==> src/ddc_pkg.sv <==
// ----------------------------------------------------------------------------
// ddc_pkg
// Shared constants, codes and control/status types of the deadlock detector.
// ----------------------------------------------------------------------------
`timescale 1ns / 1ps

package ddc_pkg;

   localparam int VERTICES_DEF = 16;
   localparam int ID_W         = 32;
   localparam int KEY_W        = ID_W + 1;
   localparam int MODE_W       = 2;
   localparam int STATUS_W     = 2;
   localparam int VFIELD_W     = 4;
   localparam int EOP_W        = 3;

   typedef logic [MODE_W-1:0]   mode_type;
   typedef logic [STATUS_W-1:0] status_type;
   typedef logic [EOP_W-1:0]    edge_op_type;

   localparam mode_type MODE_WAIT  = 2'd0;
   localparam mode_type MODE_GRANT = 2'd1;
   localparam mode_type MODE_POST  = 2'd2;
   localparam mode_type MODE_NONE  = 2'd3;

   localparam status_type ST_OK        = 2'd0;
   localparam status_type ST_DEADLOCK  = 2'd1;
   localparam status_type ST_FULL      = 2'd2;
   localparam status_type ST_NOT_FOUND = 2'd3;

   localparam edge_op_type EOP_NONE    = 3'd0;
   localparam edge_op_type EOP_REQ_SET = 3'd1;
   localparam edge_op_type EOP_REQ_CLR = 3'd2;
   localparam edge_op_type EOP_GRANT   = 3'd3;
   localparam edge_op_type EOP_POST    = 3'd4;

   typedef struct packed {
      logic        start;
      logic        scan;
      logic        ins_thread;
      logic        ins_res;
      logic        search_init;
      logic        search;
      logic        set_status;
      status_type  status;
      edge_op_type edge_op;
      logic        load_rsp;
   } ctl_cmd_type;

   typedef struct packed {
      logic     scan_done;
      mode_type mode;
      logic     t_found;
      logic     r_found;
      logic     fits;
      logic     hit;
      logic     stable;
   } dp_stat_type;

endpackage

==> src/ddc_chan_if.sv <==
// ----------------------------------------------------------------------------
// ddc_chan_if
// Valid/ready channels for request events and detector responses.
// ----------------------------------------------------------------------------
`timescale 1ns / 1ps

interface ddc_req_if;
   import ddc_pkg::*;

   logic                valid;
   logic                ready;
   logic [MODE_W-1:0]   mode;
   logic [ID_W-1:0]     thread_id;
   logic [ID_W-1:0]     resource_id;

   modport source (output valid, mode, thread_id, resource_id, input ready);
   modport sink   (input valid, mode, thread_id, resource_id, output ready);
endinterface

interface ddc_rsp_if;
   import ddc_pkg::*;

   logic                valid;
   logic                ready;
   logic [STATUS_W-1:0] status;
   logic [VFIELD_W-1:0] thread_vertex;
   logic [VFIELD_W-1:0] resource_vertex;

   modport source (output valid, status, thread_vertex, resource_vertex, input ready);
   modport sink   (input valid, status, thread_vertex, resource_vertex, output ready);
endinterface

==> src/deadlock_cycle_detector.sv <==
// ----------------------------------------------------------------------------
// deadlock_cycle_detector: one event at a time, the next taken only once the last response is loaded
// wait: scan, insert new keys, search, edge update; grant, post: scan, edge update; mode three: response only
// reset (synchronous): empty key table, cleared edge matrix, no response pending
// ----------------------------------------------------------------------------
`timescale 1ns / 1ps

module deadlock_cycle_detector #(
   parameter int VERTICES = ddc_pkg::VERTICES_DEF
) (
   input logic       clock,
   input logic       reset,
   ddc_req_if.sink   req_chan,
   ddc_rsp_if.source rsp_chan
);
   import ddc_pkg::*;

   ctl_cmd_type cmd;
   dp_stat_type stat;

   ddc_ctrl u_ctrl (
      .clock     (clock),
      .reset     (reset),
      .req_valid (req_chan.valid),
      .req_mode  (req_chan.mode),
      .req_ready (req_chan.ready),
      .rsp_valid (rsp_chan.valid),
      .rsp_ready (rsp_chan.ready),
      .stat      (stat),
      .cmd       (cmd)
   );

   ddc_datapath #(
      .VERTICES (VERTICES)
   ) u_datapath (
      .clock               (clock),
      .reset               (reset),
      .cmd                 (cmd),
      .stat                (stat),
      .req_mode            (req_chan.mode),
      .req_thread_id       (req_chan.thread_id),
      .req_resource_id     (req_chan.resource_id),
      .rsp_status          (rsp_chan.status),
      .rsp_thread_vertex   (rsp_chan.thread_vertex),
      .rsp_resource_vertex (rsp_chan.resource_vertex)
   );
endmodule

==> src/ddc_ram.sv <==
// ----------------------------------------------------------------------------
// ddc_ram
// Generic single-write, single-read RAM with registered read data.
// ----------------------------------------------------------------------------
`timescale 1ns / 1ps

module ddc_ram #(
   parameter int WIDTH = 8,
   parameter int DEPTH = 16
) (
   input  logic                     clock,
   input  logic                     we,
   input  logic [$clog2(DEPTH)-1:0] waddr,
   input  logic [WIDTH-1:0]         wdata,
   input  logic [$clog2(DEPTH)-1:0] raddr,
   output logic [WIDTH-1:0]         rdata
);
   logic [WIDTH-1:0] mem_ff [DEPTH];
   logic [WIDTH-1:0] rdata_ff;

   always_ff @(posedge clock) begin
      if (we) begin
         mem_ff[waddr] <= wdata;
      end
      rdata_ff <= mem_ff[raddr];
   end

   assign rdata = rdata_ff;
endmodule

==> src/ddc_ctrl.sv <==
// ----------------------------------------------------------------------------
// ddc_ctrl
// Sequencer: lookup scan, key insertion, reachability search, edge update.
// ----------------------------------------------------------------------------
`timescale 1ns / 1ps

module ddc_ctrl (
   input  logic                  clock,
   input  logic                  reset,
   input  logic                  req_valid,
   input  ddc_pkg::mode_type     req_mode,
   output logic                  req_ready,
   output logic                  rsp_valid,
   input  logic                  rsp_ready,
   input  ddc_pkg::dp_stat_type  stat,
   output ddc_pkg::ctl_cmd_type  cmd
);
   import ddc_pkg::*;

   localparam logic [2:0] S_IDLE   = 3'd0;
   localparam logic [2:0] S_SCAN   = 3'd1;
   localparam logic [2:0] S_DECIDE = 3'd2;
   localparam logic [2:0] S_INS_T  = 3'd3;
   localparam logic [2:0] S_INS_R  = 3'd4;
   localparam logic [2:0] S_PREP   = 3'd5;
   localparam logic [2:0] S_SEARCH = 3'd6;
   localparam logic [2:0] S_FINISH = 3'd7;

   logic [2:0] state_ff, state_in;
   logic       rsp_valid_ff, rsp_valid_in;

   always_comb begin
      cmd          = '0;
      state_in     = state_ff;
      rsp_valid_in = rsp_valid_ff && !rsp_ready;
      unique case (state_ff)
         S_IDLE: begin
            if (req_valid) begin
               cmd.start = 1'b1;
               state_in  = (req_mode == MODE_NONE) ? S_FINISH : S_SCAN;
            end
         end
         S_SCAN: begin
            cmd.scan = 1'b1;
            if (stat.scan_done) begin
               state_in = S_DECIDE;
            end
         end
         S_DECIDE: begin
            state_in = S_FINISH;
            case (stat.mode) inside
               MODE_WAIT: begin
                  if (!stat.fits) begin
                     cmd.set_status = 1'b1;
                     cmd.status     = ST_FULL;
                  end else if (!stat.t_found) begin
                     state_in = S_INS_T;
                  end else if (!stat.r_found) begin
                     state_in = S_INS_R;
                  end else begin
                     state_in = S_PREP;
                  end
               end
               MODE_GRANT, MODE_POST: begin
                  if (!(stat.t_found && stat.r_found)) begin
                     cmd.set_status = 1'b1;
                     cmd.status     = ST_NOT_FOUND;
                  end else begin
                     cmd.edge_op = (stat.mode == MODE_GRANT) ? EOP_GRANT : EOP_POST;
                  end
               end
               default: begin
                  state_in = S_FINISH;
               end
            endcase
         end
         S_INS_T: begin
            cmd.ins_thread = 1'b1;
            state_in       = stat.r_found ? S_PREP : S_INS_R;
         end
         S_INS_R: begin
            cmd.ins_res = 1'b1;
            state_in    = S_PREP;
         end
         S_PREP: begin
            cmd.search_init = 1'b1;
            state_in        = S_SEARCH;
         end
         S_SEARCH: begin
            if (stat.hit) begin
               // thread reachable from resource: refuse the request edge
               cmd.edge_op    = EOP_REQ_CLR;
               cmd.set_status = 1'b1;
               cmd.status     = ST_DEADLOCK;
               state_in       = S_FINISH;
            end else if (stat.stable) begin
               cmd.edge_op = EOP_REQ_SET;
               state_in    = S_FINISH;
            end else begin
               cmd.search = 1'b1;
            end
         end
         S_FINISH: begin
            if (!rsp_valid_ff || rsp_ready) begin
               cmd.load_rsp = 1'b1;
               rsp_valid_in = 1'b1;
               state_in     = S_IDLE;
            end
         end
         default: begin
            state_in = S_IDLE;
         end
      endcase
   end

   always_ff @(posedge clock) begin
      if (reset) begin
         state_ff     <= S_IDLE;
         rsp_valid_ff <= 1'b0;
      end else begin
         state_ff     <= state_in;
         rsp_valid_ff <= rsp_valid_in;
      end
   end

   assign req_ready = (state_ff == S_IDLE);
   assign rsp_valid = rsp_valid_ff;
endmodule

==> src/ddc_datapath.sv <==
// ----------------------------------------------------------------------------
// ddc_datapath
// Vertex key table, adjacency matrix, frontier register and response fields.
// ----------------------------------------------------------------------------
`timescale 1ns / 1ps

module ddc_datapath #(
   parameter int VERTICES = ddc_pkg::VERTICES_DEF
) (
   input  logic                           clock,
   input  logic                           reset,
   input  ddc_pkg::ctl_cmd_type           cmd,
   output ddc_pkg::dp_stat_type           stat,
   input  ddc_pkg::mode_type              req_mode,
   input  logic [ddc_pkg::ID_W-1:0]       req_thread_id,
   input  logic [ddc_pkg::ID_W-1:0]       req_resource_id,
   output ddc_pkg::status_type            rsp_status,
   output logic [ddc_pkg::VFIELD_W-1:0]   rsp_thread_vertex,
   output logic [ddc_pkg::VFIELD_W-1:0]   rsp_resource_vertex
);
   import ddc_pkg::*;

   localparam int VW = $clog2(VERTICES);
   localparam int CW = $clog2(VERTICES + 1);

   mode_type             mode_ff;
   logic [ID_W-1:0]      tid_ff, rid_ff;
   logic                 t_found_ff, r_found_ff;
   logic [VW-1:0]        t_idx_ff, r_idx_ff;
   logic [CW-1:0]        count_ff, scan_ptr_ff;
   logic                 rd_pend_ff;
   logic [VW-1:0]        rd_idx_ff;
   logic [VERTICES-1:0]  reach_ff, reach_in;
   logic [VERTICES-1:0]  edge_ff [VERTICES];
   status_type           status_ff, rsp_status_ff;
   logic [VFIELD_W-1:0]  rsp_tv_ff, rsp_rv_ff;

   logic                 ram_we;
   logic [VW-1:0]        ram_waddr, ram_raddr;
   logic [KEY_W-1:0]     ram_wdata, ram_rdata;
   logic [KEY_W-1:0]     tkey, rkey;
   logic                 scan_more, t_hit, r_hit;
   logic [CW:0]          need_sum;

   assign tkey      = {1'b0, tid_ff};
   assign rkey      = {1'b1, rid_ff};
   assign scan_more = scan_ptr_ff < count_ff;
   assign ram_raddr = scan_ptr_ff[VW-1:0];
   assign ram_we    = cmd.ins_thread || cmd.ins_res;
   assign ram_waddr = count_ff[VW-1:0];
   assign ram_wdata = cmd.ins_thread ? tkey : rkey;
   assign t_hit     = rd_pend_ff && (ram_rdata == tkey);
   assign r_hit     = rd_pend_ff && (ram_rdata == rkey);
   assign need_sum  = {1'b0, count_ff} + (CW+1)'(!t_found_ff) + (CW+1)'(!r_found_ff);

   ddc_ram #(
      .WIDTH (KEY_W),
      .DEPTH (VERTICES)
   ) u_keys (
      .clock (clock),
      .we    (ram_we),
      .waddr (ram_waddr),
      .wdata (ram_wdata),
      .raddr (ram_raddr),
      .rdata (ram_rdata)
   );

   // one frontier expansion: union of the rows of every reached vertex
   always_comb begin
      reach_in = reach_ff;
      for (int v = 0; v < VERTICES; v++) begin
         if (reach_ff[v]) begin
            reach_in = reach_in | edge_ff[v];
         end
      end
   end

   always_comb begin
      stat.scan_done = !scan_more && !rd_pend_ff;
      stat.mode      = mode_ff;
      stat.t_found   = t_found_ff;
      stat.r_found   = r_found_ff;
      stat.fits      = need_sum <= (CW+1)'(VERTICES);
      stat.hit       = reach_ff[t_idx_ff];
      stat.stable    = (reach_in == reach_ff);
   end

   always_ff @(posedge clock) begin
      if (reset) begin
         t_found_ff  <= 1'b0;
         r_found_ff  <= 1'b0;
         count_ff    <= '0;
         scan_ptr_ff <= '0;
         rd_pend_ff  <= 1'b0;
         for (int i = 0; i < VERTICES; i++) begin
            edge_ff[i] <= '0;
         end
      end else begin
         if (cmd.start) begin
            mode_ff     <= req_mode;
            tid_ff      <= req_thread_id;
            rid_ff      <= req_resource_id;
            t_found_ff  <= 1'b0;
            r_found_ff  <= 1'b0;
            scan_ptr_ff <= '0;
            rd_pend_ff  <= 1'b0;
            status_ff   <= ST_OK;
         end
         if (cmd.scan) begin
            rd_pend_ff <= scan_more;
            rd_idx_ff  <= ram_raddr;
            if (scan_more) begin
               scan_ptr_ff <= scan_ptr_ff + 1'b1;
            end
            if (t_hit && !t_found_ff) begin
               t_found_ff <= 1'b1;
               t_idx_ff   <= rd_idx_ff;
            end
            if (r_hit && !r_found_ff) begin
               r_found_ff <= 1'b1;
               r_idx_ff   <= rd_idx_ff;
            end
         end
         if (cmd.ins_thread) begin
            t_found_ff <= 1'b1;
            t_idx_ff   <= count_ff[VW-1:0];
            count_ff   <= count_ff + 1'b1;
         end
         if (cmd.ins_res) begin
            r_found_ff <= 1'b1;
            r_idx_ff   <= count_ff[VW-1:0];
            count_ff   <= count_ff + 1'b1;
         end
         if (cmd.search_init) begin
            reach_ff <= {{(VERTICES-1){1'b0}}, 1'b1} << r_idx_ff;
         end
         if (cmd.search) begin
            reach_ff <= reach_in;
         end
         if (cmd.set_status) begin
            status_ff <= cmd.status;
         end
         case (cmd.edge_op)
            EOP_REQ_SET: edge_ff[t_idx_ff][r_idx_ff] <= 1'b1;
            EOP_REQ_CLR: edge_ff[t_idx_ff][r_idx_ff] <= 1'b0;
            EOP_GRANT: begin
               edge_ff[t_idx_ff][r_idx_ff] <= 1'b0;
               edge_ff[r_idx_ff][t_idx_ff] <= 1'b1;
            end
            EOP_POST:    edge_ff[r_idx_ff][t_idx_ff] <= 1'b0;
            default: begin
            end
         endcase
      end
   end

   // response fields: payload only, loaded on the transfer into the output slot
   always_ff @(posedge clock) begin
      if (cmd.load_rsp) begin
         rsp_status_ff <= status_ff;
         rsp_tv_ff     <= t_found_ff ? VFIELD_W'(t_idx_ff) : '0;
         rsp_rv_ff     <= r_found_ff ? VFIELD_W'(r_idx_ff) : '0;
      end
   end

   assign rsp_status          = rsp_status_ff;
   assign rsp_thread_vertex   = rsp_tv_ff;
   assign rsp_resource_vertex = rsp_rv_ff;
endmodule

==> src/flat_wrapper.sv <==
// flat-port wrapper written by rule: the top's interface ports become plain ports
module deadlock_cycle_detector_flat import ddc_pkg::*;
#(
   parameter int VERTICES = ddc_pkg::VERTICES_DEF
)
  (clock, reset, req_chan_valid, req_chan_mode, req_chan_thread_id, req_chan_resource_id, req_chan_ready, rsp_chan_valid, rsp_chan_status, rsp_chan_thread_vertex, rsp_chan_resource_vertex, rsp_chan_ready);
  ddc_req_if req_chan_i ();
  ddc_rsp_if rsp_chan_i ();
  input logic clock;
  input logic reset;
  input wire logic [$bits(req_chan_i.valid)-1:0] req_chan_valid;
  input wire logic [$bits(req_chan_i.mode)-1:0] req_chan_mode;
  input wire logic [$bits(req_chan_i.thread_id)-1:0] req_chan_thread_id;
  input wire logic [$bits(req_chan_i.resource_id)-1:0] req_chan_resource_id;
  output wire logic [$bits(req_chan_i.ready)-1:0] req_chan_ready;
  output wire logic [$bits(rsp_chan_i.valid)-1:0] rsp_chan_valid;
  output wire logic [$bits(rsp_chan_i.status)-1:0] rsp_chan_status;
  output wire logic [$bits(rsp_chan_i.thread_vertex)-1:0] rsp_chan_thread_vertex;
  output wire logic [$bits(rsp_chan_i.resource_vertex)-1:0] rsp_chan_resource_vertex;
  input wire logic [$bits(rsp_chan_i.ready)-1:0] rsp_chan_ready;
  assign req_chan_i.valid = req_chan_valid;
  assign req_chan_i.mode = req_chan_mode;
  assign req_chan_i.thread_id = req_chan_thread_id;
  assign req_chan_i.resource_id = req_chan_resource_id;
  assign req_chan_ready = req_chan_i.ready;
  assign rsp_chan_valid = rsp_chan_i.valid;
  assign rsp_chan_status = rsp_chan_i.status;
  assign rsp_chan_thread_vertex = rsp_chan_i.thread_vertex;
  assign rsp_chan_resource_vertex = rsp_chan_i.resource_vertex;
  assign rsp_chan_i.ready = rsp_chan_ready;
  deadlock_cycle_detector #(.VERTICES(VERTICES)) u_core (.clock(clock), .reset(reset), .req_chan(req_chan_i), .rsp_chan(rsp_chan_i));
endmodule
==> config.mk <==
export PLATFORM = sky130hd
export DESIGN_NAME = deadlock_cycle_detector_flat
export DESIGN_NICKNAME = d
export VERILOG_FILES = /design/src/ddc_pkg.sv /design/src/ddc_chan_if.sv /design/src/deadlock_cycle_detector.sv /design/src/ddc_ram.sv /design/src/ddc_ctrl.sv /design/src/ddc_datapath.sv /design/src/flat_wrapper.sv
export SDC_FILE = /design/constraint.sdc
export NUM_CORES = 1
export LEC_CHECK = 0
export BUFFER_PORTS_ARGS = -buffer_cell sky130_fd_sc_hd__buf_2
export CAP_MARGIN = 20
export CORE_ASPECT_RATIO = 2
export CORE_MARGIN = 2
export CORE_UTILIZATION = 49
export CTS_CLUSTER_DIAMETER = 50
export CTS_CLUSTER_SIZE = 25
export DETAILED_ROUTE_END_ITERATION = 10
export SLEW_MARGIN = 0
export SYNTH_ARGS = -nofsm -noshare
export SYNTH_HDL_FRONTEND = slang
export SYNTH_HIERARCHICAL = 1
export SYNTH_SLANG_ARGS = --single-unit
==> constraint.sdc <==
create_clock -name clock -period 12 [get_ports clock]
set_clock_uncertainty 0.05 [all_clocks]
set_input_delay 2.4 -clock clock [delete_from_list [all_inputs] [get_ports clock]]
set_output_delay 2.4 -clock clock [all_outputs]
set_load 0.02 [all_outputs]
## Yosys cells after proc, flatten, opt, wreduce, memory -nomap -nowiden

Memories as Yosys holds them, arrays and structs flattened. A register that Yosys moved wholly into a read port is not among the register bits.
Index checks and enable logic that the tools add are counted.

| storage, ports and cells | value |
|---|---|
| flip-flop bits (word level) | 123 |
| RAM bits | 784 |
| bits of input ports | 70 |
| word-level logic and storage cells | 309 |
| memories | 2 |

Memories:

| name | words | width | read ports | clocked after memory_dff | wr ports | RTL line | text |
|---|---|---|---|---|---|---|---|
| u_core.u_datapath.u_keys.mem_ff | 16 | 33 | 1 | 1 | 1 | ddc_ram.sv:18 | `logic [WIDTH-1:0] mem_ff [DEPTH];` |
| u_core.u_datapath.edge_ff | 16 | 16 | 16 | 0 | 16 | ddc_datapath.sv:34 | `logic [VERTICES-1:0] edge_ff [VERTICES];` |

| cells by class | value |
|---|---|
| $add $sub $neg | 4 |
| $lt $le $gt $ge | 6 |
| eq/ne operators | 21 |
| shift-type cells | 1 |
| muxes and demuxes | 155 |
| bitwise logic cells | 65 |
| reductions and logical operators | 37 |

Operator list:

| operator | count |
|---|---|
| 16-bit 2-to-1 mux | 27 |
| 16-bit OR | 16 |
| 1-bit 2-to-1 mux | 88 |
| 3-bit 2-to-1 mux | 18 |
| 1-bit OR | 48 |
| 33-bit by 32-bit == test with 1-bit output | 1 |
| 33-bit == test | 1 |
| 33-bit 2-to-1 mux | 1 |
| 4-bit 2-to-1 mux | 8 |
| 16-bit OR reduction | 2 |
| 5-bit 2-to-1 mux | 5 |
| 3-bit one-hot mux with 8 select lines | 1 |
| 16-bit == test | 1 |
| 2-bit nonzero test | 8 |
| 1-bit by 4-bit << shifter with 16-bit output (first input constant) | 1 |
| 3-bit == test (second input constant) | 5 |
| 3-bit by 2-bit == test with 1-bit output (second input constant) | 4 |
| 6-bit one-hot mux with 2 select lines | 1 |
| 5-bit by 1-bit adder with 5-bit output (second input constant) | 2 |
| 4-bit by 5-bit less-than comparator with 1-bit output (second input constant) | 2 |
| 1-bit logical AND | 9 |
| 1-bit demux with 4-bit select | 2 |
| 4-bit by 1-bit greater-or-equal comparator with 1-bit output (second input constant) | 2 |
| 2-bit AND reduction | 4 |
| 20 further kinds | 32 |

## Logic depth before layout (Yosys ltp)

An unclocked memory read counts as a cell.

| depth | value |
|---|---|
| depth after elaboration | 45 |
| depth in mapped cells | 17 |

## Cells and area by module

Netlist, hierarchy kept.

Modules (own cells, without submodules):

| module | times used | cells an instance | area each (um^2) |
|---|---|---|---|
| ddc_ram | 1 | 864 | 20631.0 |
| ddc_datapath | 1 | 1846 | 19919.1 |
| ddc_ctrl | 1 | 60 | 462.9 |

## Worst setup path before layout

Ideal clock, no wire load.

| path | value |
|---|---|
| path kind | input port to flip-flop |
| start | input port reset |
| end | register u_core.u_datapath.mode_ff[0] (enable) |
| library setup time | 0.497 ns |
| arrival time | 5.663 ns |
| required time | 11.453 ns |
| slack | 5.790 ns |
| cell stages on the path | 3 |
| path buffers | 2 |
| path through | buf_2 buf_1 nor2b_1 |

| between the ends | value |
|---|---|
| cells in the longest elaborated chain, start to end | 2 |

RTL lines:

| what | RTL line | text |
|---|---|---|
| start: declaration | flat_wrapper.sv:10 | `input logic reset;` |
| 1-bit inverter (no source line) | n/a |  |
| 2-bit AND reduction (no source line) | n/a |  |
| end signal: assignment | ddc_datapath.sv:100 | `mode_ff <= req_mode;` |
| end: declaration | ddc_datapath.sv:26 | `mode_type mode_ff;` |

No other way between the ends.
A chain may end at the register's enable or synchronous reset.

==> impl_results.md <==
- RSZ-0062 raised after global routing: no
- Multi-input logic area: approximately 12000 um2
- Post-route insts no fill: 3854
- Final wirelength: approximately 140000 um
- WS Path Type: reg -> reg
- Crit share post-route: between 40% and 50%
- EDFF count, synth: 874
- Tmin final: 5.881 ns
- Critical-path top delay cell: nor3_4
- DRC errors left: 0
- Worst Max-Slew Pin Slew: between 1 and 1.5 ns
- Maximum VDD drop: 0.0001618 V
- Storage cell area: roughly 27000 um2
- Final net count: about 2800
- Asr flop ratio synth: 0%
- Postcts setup bufs: 0
- Critical Path AT: 6.31 ns
- Root buf cell: clkbuf_16
- Final slew viol count: 0
- Share of layout cells above drive strength 1: about 18%
- Max Cap Viol: 0
- Grt ovf: 0
- Hold Crit Start: u_core/u_datapath/status_ff[1]$_SDFFCE_PN0P_
- Max FO, Critical Path: 17
- # IOs: between 80 and 90
- Crit path max-delay family: simple AND/OR/NAND/NOR gates
- Post-synthesis cell count: 2770
- Skew-Pair Late Insertion Delay: around 0.66 ns
- Post-synthesis cell type count: 68
- CTS resizes: 0
- Routability congestion estimate: ~1
- Synth top area share: 63.99%
- Hold Path Cell Cnt: 0
- Finished Cell Area: about 44000 um2
- Pre-Repair DR Iteration Count: 7
- Largest stage delay, worst path: between 0.9 and 1 ns
- RR Endpoint: u_core/u_datapath/edge_ff[1][4]$_DFFE_PP_
- Reg2Reg Depth: 13
- Total track usage: between 30% and 40%
- Num rows: 150
- Die ar.: 86170 um2
- Die width: 208.6 um
- Sink Count: around 900
- Most frequent cells in the layout: edfxtp_1 (874), o22ai_1 (249), a21oi_1 (190)
- Place WS: roughly 6.6 ns
- Outcome: completed
- Routed Antenna Nets: 0
- Max frequency: 0.1700 GHz
- CTS Buffer Depth: 3
- Synthesis-to-layout area growth: 7.941%
- I/O Buffers: roughly 80
- TritonCTS clock tree: yes
- Hold WC Path Type: reg -> reg
- Final Hold Slack: 0.5037 ns
- Clock-pin slew on the worst setup and hold paths: approximately 0.10 ns
- Syn_nets: roughly 2900
- RR Startpoint: u_core/u_datapath/reach_ff[4]$_DFFE_PP_
- Hold Path Sink: u_core/u_datapath/rsp_status[1]$_DFFE_PP_
- Power density over cell area: around 160 nW/um2
- Dpl cells: around 3700
- Vias per cell: 7.217
- DP Area: between 40000 and 50000 um2
- Register area share after synthesis: between 60% and 70%
- DP Wirelength: between 80000 and 90000 um
- Most area-hungry cell type in the Yosys netlist: edfxtp_1
- Avg WL per Cell: between 30 and 40 um
- Commonest non-fill, non-tap cell in the layout: edfxtp_1
- Leak: 13.55 nW
- Vias in the first global route: approximately 27000
- Largest cells by area after synthesis: edfxtp_1 (64%), mux4_2 (6.5%), o22ai_1 (3.8%)
- # setup viols final: 0
- CP startpoint kind: flip-flop
- Layout fillers: between 6000 and 7000
- Starting Density: around 49%
- CP Capture Type: flip-flop
- Initial antenna violation count: 4
- Critical path, cell by cell: buf_4, a22oi_1, nand2_1, nor3_1, o22ai_1, or4_1, nor2_1, nand3b_1, a21oi_1, nor2_1, nor3_4, nand2_1, o22ai_1
- Iter 0 DRT Violations: roughly 4400
- Die Y: 413.1 um
- Vias post-DR: roughly 28000
- # hold bufs at CTS: 0
- Setup TNS: 0 ns
- Core Util, Final: 53.13%
- First-pass GRT wire length: 200500 um
- Register-to-Register Setup Slack: 6.12 ns
- Yosys Warn Count: 6
- Worst EP required: around 12 ns
- Maximum number of pins on one net before global-route repair: 96
- CORE AREA: 83330 um2
- Final Hold Viols: 0
- Yosys reg bits: 924
- Setup ws final: just over 6 ns
- Tot Pwr: about 7.0 mW
- Top_reg_cell synth: edfxtp_1
- Slew HR: about an eighth
- # H-tree levels: 2
- Total CTS buffers: 50
- Synth Area per Inst: between 10 and 15 um2
- CP bufs+invs: 1
- Post-Syn Area: 41010 um2
## area by class of cell
class	count	area share [%]
antenna	5	0.02826
clock buffer	71	3.050
clock inverter	21	0.6387
inverter	13	0.1102
multi-input combinational	1561	27.97
sequential	924	61.56
tap	1064	3.007
timing repair buffer	195	3.632
## cell families (layout without fill, tap and decap cells)
kind of cell,Yosys count,in the layout,synth area share (%)
buf+inv,285,300,3.759
mux,191,191,9.149
simple gates,405,405,5.089
other cells,0,5,0
xor+xnor,68,68,1.452
compound gates,887,887,13.80
flops,924,924,66.43
fa+ha+maj,10,10,0.3234
## power breakdown
part / total [mW] / leakage (nW) / switching, mW / internal (mW)
Combinational: 1.07 / 4.15 / 0.686 / 0.387
Sequential: 3.96 / 8.62 / 0.154 / 3.81
Clock: 1.95 / 0.782 / 1.12 / 0.836
Total: 6.99 / 13.6 / 1.96 / 5.03
## metal layers
metal	global-route usage (%)	vias up	part of all wire, %
met4	24.46	0	9.4
li1	-	11140	-
met3	8.129	703	10
met5	0	-	0
met2	55.13	2130	48
met1	36.70	13840	32
## synth_stat cells, types with 32 or more instances
master and n:
a21oi_1 190, a221o_1 75, a22oi_1 176, buf_2 51, buf_6 32, clkbuf_1 155
dfxtp_1 50, edfxtp_1 874, mux2_2 40, mux4_2 118, nand2_1 146, nand4_1 33
nor2_1 62, nor3_1 38, o21ai_0 165, o22ai_1 249, xnor2_1 64
## how the worst max path moves through the flow
stage | from | cells past startpoint | slack (ns) | endpoint
after floorplan | reset | 3 | 5.79 | u_core/u_datapath/mode_ff[0]$_DFFE_PP_
after global placement | u_core/u_datapath/reach_ff[9]$_DFFE_PP_ | 14 | 6.60 | u_core/u_datapath/edge_ff[2][8]$_DFFE_PP_
after detailed placement | reset | 5 | 6.61 | u_core/u_datapath/edge_ff[14][12]$_DFFE_PP_
after CTS | u_core/u_datapath/reach_ff[4]$_DFFE_PP_ | 14 | 6.62 | u_core/u_datapath/edge_ff[1][8]$_DFFE_PP_
after global routing | u_core/u_datapath/reach_ff[4]$_DFFE_PP_ | 14 | 6.29 | u_core/u_datapath/edge_ff[4][8]$_DFFE_PP_
final | u_core/u_datapath/reach_ff[4]$_DFFE_PP_ | 13 | 6.12 | u_core/u_datapath/edge_ff[1][4]$_DFFE_PP_
## sequential cells by signal, indices dropped and copies added, names as in the netlist, 5 cells and up
name and count:
u_core/u_datapath/scan_ptr_ff 5, u_core/u_datapath/tid_ff 32, u_core/u_datapath/reach_ff 16, u_core/u_datapath/rid_ff 32
u_core/u_datapath/u_keys/mem_ff 528, u_core/u_datapath/edge_ff 240, u_core/u_datapath/u_keys/rdata 33, u_core/u_datapath/count_ff 5
Power figures use the tool's default switching activity.
